<file path="config.mk">
export PLATFORM = sky130hd
export DESIGN_NAME = mrm_merge
export DESIGN_NICKNAME = d
export VERILOG_FILES = /design/src/rtl/mrm_pkg.sv /design/src/rtl/mrm_merge.sv
export SDC_FILE = /design/constraint.sdc
export NUM_CORES = 1
export LEC_CHECK = 0
export ABC_AREA = 0
export CAP_MARGIN = 20
export CORE_AREA = 2 2 155 157
export CTS_CLUSTER_SIZE = 40
export DETAILED_ROUTE_END_ITERATION = 10
export DIE_AREA = 0 0 157 159
export DONT_BUFFER_PORTS = 1
export RECOVER_POWER = 100
export SETUP_SLACK_MARGIN = 0.4
export SYNTH_ARGS = -nofsm -noshare
export SYNTH_HDL_FRONTEND = slang
export SYNTH_SLANG_ARGS = --single-unit
</file>
<file path="constraint.sdc">
create_clock -name clk -period 1.8 [get_ports clk]
set_clock_uncertainty 0.15 [all_clocks]
set_input_delay 0.27 -clock clk [delete_from_list [all_inputs] [get_ports clk]]
set_output_delay 0.27 -clock clk [all_outputs]
set_load 0.02 [all_outputs]
</file>
<file path="src/rtl/mrm_pkg.sv">
`timescale 1ns / 1ps
// Shared types, widths and codes for the 4x4 Q16.16 row multiplier.
// Used by every module of the block; depends on nothing.
package mrm_pkg;

	localparam int DATA_W    = 32;
	localparam int FRAC_W    = 16;
	localparam int PROD_W    = 2 * DATA_W;
	localparam int PAIR_W    = PROD_W + 1;
	localparam int ROW_W     = 2;
	localparam int NUM_ELEMS = 4;
	localparam int DIM_DEF   = 4;

	// action codes
	localparam logic ACT_LOAD = 1'b0;
	localparam logic ACT_MUL  = 1'b1;

	localparam logic signed [DATA_W-1:0] SAT_MAX = {1'b0, {(DATA_W-1){1'b1}}};
	localparam logic signed [DATA_W-1:0] SAT_MIN = {1'b1, {(DATA_W-1){1'b0}}};

	typedef logic signed [DATA_W-1:0] elem_t;

	// pipeline advance enables, one per stage
	typedef struct packed {
		logic en_s1;
		logic en_s2;
		logic en_s3;
		logic en_out;
	} mrm_adv_t;

	// width of the full-precision column sum for a lane with nl products
	function automatic int sum_width(input int nl);
		int np;
		np = (nl + 1) >> 1;
		return PAIR_W + $clog2(np);
	endfunction

endpackage

</file>
<file path="src/rtl/mrm_merge.sv">
`timescale 1ns / 1ps
// Output stage: shift each lane total down to Q16.16, saturate, and register the row.
// Depends on mrm_pkg.
module mrm_merge #(
	parameter int NL    = mrm_pkg::DIM_DEF,
	parameter int SUM_W = mrm_pkg::sum_width(mrm_pkg::DIM_DEF)
) (
	input  logic                          clk,
	input  mrm_pkg::mrm_adv_t             adv,
	input  logic [mrm_pkg::ROW_W-1:0]     row_s3,
	input  logic signed [SUM_W-1:0]       sum_s3 [NL],
	output logic [mrm_pkg::ROW_W-1:0]     out_row_q,
	output mrm_pkg::elem_t                res_q [mrm_pkg::NUM_ELEMS]
);

	localparam int TOP_LO = mrm_pkg::FRAC_W + mrm_pkg::DATA_W - 1;

	mrm_pkg::elem_t res_d [mrm_pkg::NUM_ELEMS];

	function automatic mrm_pkg::elem_t shift_sat(input logic signed [SUM_W-1:0] s);
		logic [SUM_W-1:TOP_LO] upper;
		upper = s[SUM_W-1:TOP_LO];
		if ((&upper) || !(|upper)) begin
			return s[TOP_LO:mrm_pkg::FRAC_W];
		end
		return s[SUM_W-1] ? mrm_pkg::SAT_MIN : mrm_pkg::SAT_MAX;
	endfunction

	// columns beyond the matrix size read as zero
	always_comb begin
		for (int x = 0; x < mrm_pkg::NUM_ELEMS; x++) begin
			res_d[x] = '0;
		end
		for (int x = 0; x < NL; x++) begin
			res_d[x] = shift_sat(sum_s3[x]);
		end
	end

	always_ff @(posedge clk) begin
		if (adv.en_out) begin
			out_row_q <= row_s3;
			res_q     <= res_d;
		end
	end

endmodule

</file>
==> reports/qor.yml <==
dp_cells: 648
rsz0062_at_grt: "true"
path_clk_slew_ns: 0.06
num_io_pins: 401
status: "complete, but fails checks"
max-cap-violations: 0
cts-htree-levels: 4
initial_core_util_pct: 24.3
num_rows: 56
final_nets: 761
synthAdderAreaFrac_pct: 0
fp.dieArea_mm2: 0.0250
cp.arrival_ns: 1.78
wl_per_cell_um: 21.7
grt_overflow: 0
area_growth_pct: 51.3
hold_end: "out_row_q[1]$_DFFE_PP_"
power_density_mw_per_mm2: 999
syn_inst: 342
synthXorXnorAreaFrac_pct: 0
place_congestion: 0.787
drtPass1Iterations: 4
violations: "hold timing"
port_buffers: 0
syn_avg_cell_area_um2: 16.5
die_x_um: 157
via_count: 3921
syn-num-nets: 613
clockRootBuffer: "clkbuf_16"
tightest_slew_ns: 0.827
synth.mux.area_fraction_pct: 0
ys_types: 15
hpwlAfterDp_um: 9800
fin_util_pct: 36.8
place_ws_ns: -0.275
drc: 0
hold_slack_ns: -0.175
setup_viol: 0
maxSlewViolCount: 0
wirelength_um: 17900
grt_pass1_vias: 4182
crit_path_start_kind: "primary input"
max_freq_ghz: 0.594
worstHoldPathCells: 0
grt_max_degree: 131
cts_buffer_depth: 2
syn_area_mm2: 0.00564
cts_tree: "yes"
slew_headroom_pct: 44.9
core-area_mm2: 0.0232
seq_area_frac_synth_pct: 69.3
cts_made_buffers: 17
period_share_pct: 93.5
synth_warnings: 0
final_cell_mix: "dlygate4sd3_1 (130), edfxtp_1 (130), a21o_2 (70)"
hold_path_class: "primary input to flop"
finalNonFillerCells: 823
postPlaceCellArea_mm2: 0.00612
ant_nets: 0
grt_pass1_wl_um: 24300
ys_ff_latch: 130
cts_hold_buf: 130
fillers: 2099
hold_viol_final: 96
hold_start: "adv[0]"
gr-usage-all-layers_pct: 13.1
drt_iter0_drc: 298
numClockSinks: 130
synth_compound_area_share_pct: 20.2
synthSimpleGateAreaFrac_pct: 5.86
critPathCaptureType: "flop"
worstPathMaxFanout: 8
drive_gt1_share_pct: 34.4
layout_setup_ws_ns: 0.117
irDropWorstVdd_v: 0.000510
fin_area_mm2: 0.00853
antenna_found_initial: 1
vias_per_cell: 4.76
die_y_um: 159
leakage_nw: 3.23
fin_crit_ns: 1.68
required_ns: 1.90
crit_type: "primary input to flop"
synth_top_family_by_area: "compound AO/OA/AOI/OAI gates"
[cells by family (layout without fill, tap and decap cells)]
kind of cell	Yosys count	after routing
compound gates	132	133
buf+inv	28	188
flops	130	130
other cells	0	1
simple gates	52	52
[final cells by class]
cell class / count / area (um^2) / share of cell area [%]
clock inverter: 14 / 236 / 2.77
tap: 319 / 399 / 4.68
timing repair buffer: 156 / 1690 / 19.8
clock buffer: 18 / 429 / 5.03
sequential: 130 / 3900 / 45.8
multi-input combinational: 185 / 1870 / 21.9
antenna: 1 / 2.50 / 0.0293
[worst max path at each step]
| stage | start | endpoint | slack, ns | cells past startpoint |
|---|---|---|---|---|
| 2_1_floorplan | sum_s3[256] | res_q[100]$_DFFE_PP_ | 0.09 | 6 |
| 3_3_place_gp | sum_s3[128] | res_q[61]$_DFFE_PP_ | -0.15 | 5 |
| 3_5_place_dp | sum_s3[128] | res_q[61]$_DFFE_PP_ | -0.27 | 5 |
| 4_1_cts | sum_s3[121] | res_q[61]$_DFFE_PP_ | 0.24 | 7 |
| 5_1_grt | sum_s3[125] | res_q[61]$_DFFE_PP_ | 0.14 | 7 |
| 6_report | sum_s3[125] | res_q[61]$_DFFE_PP_ | 0.12 | 7 |
[metal layers]
| metal | part of all wire (%) | wire (um) | vias up | track usage [%] |
|---|---|---|---|---|
| li1 | - | - | 1687 | - |
| met5 | 0 | 0 | - | 0 |
| met3 | 9.3 | 1660 | 33 | 5.55 |
| met1 | 34 | 6000 | 1924 | 12.3 |
| met2 | 54 | 9680 | 277 | 24.6 |
| met4 | 2.9 | 514 | 0 | 5.09 |
[power breakdown]
part | switching, mW | internal (mW)
Sequential | 0.414 | 3.62
Clock | 1.33 | 2.60
Combinational | 0.186 | 0.372
[flip-flops by register name (all words and copies together) (netlist names)]
register	count
out_row_q	2
res_q	128
[per-stage QoR]
| stage | total power [mW] | TNS [ns] |
|---|---|---|
| after floorplan | 4.25 | 0 |
| final | 8.52 | 0 |
| after global routing | 8.79 | 0 |
| after detailed placement | 4.33 | -11.18 |
| after global placement | 4.31 | -5.84 |
| after CTS | 8.54 | 0 |
[cells in the mapped netlist (all sizes together)]
library cell,count,share of area [%]
a21o,124,19
and3,4,0.44
edfxtp,130,69
nor4,20,2.7
a31o,4,0.62
buf,24,4.1
nor2,8,0.53
a311oi,4,0.95
dlygate4sd3,3,0.53
nand4,20,2.2
clkbuf,1,0.067
[what timing repair did]
item                                    in CTS  in global routing
gates cloned                                 7                  4
resized for setup                           26                 53
endpoints found under the hold margin      260                130
pin swaps                                    6                 33
endpoints found under the setup margin     109                124
buffers inserted                             1                  0
[worst max-delay path, stage by stage]
cell	delay, ns
nor4_1	0.33
nand4_1	0.15
nor4_1	0.28
buf_6	0.20
a31o_4	0.20
buf_12	0.15
a21o_1	0.18
(Power assumes the default switching activity.)
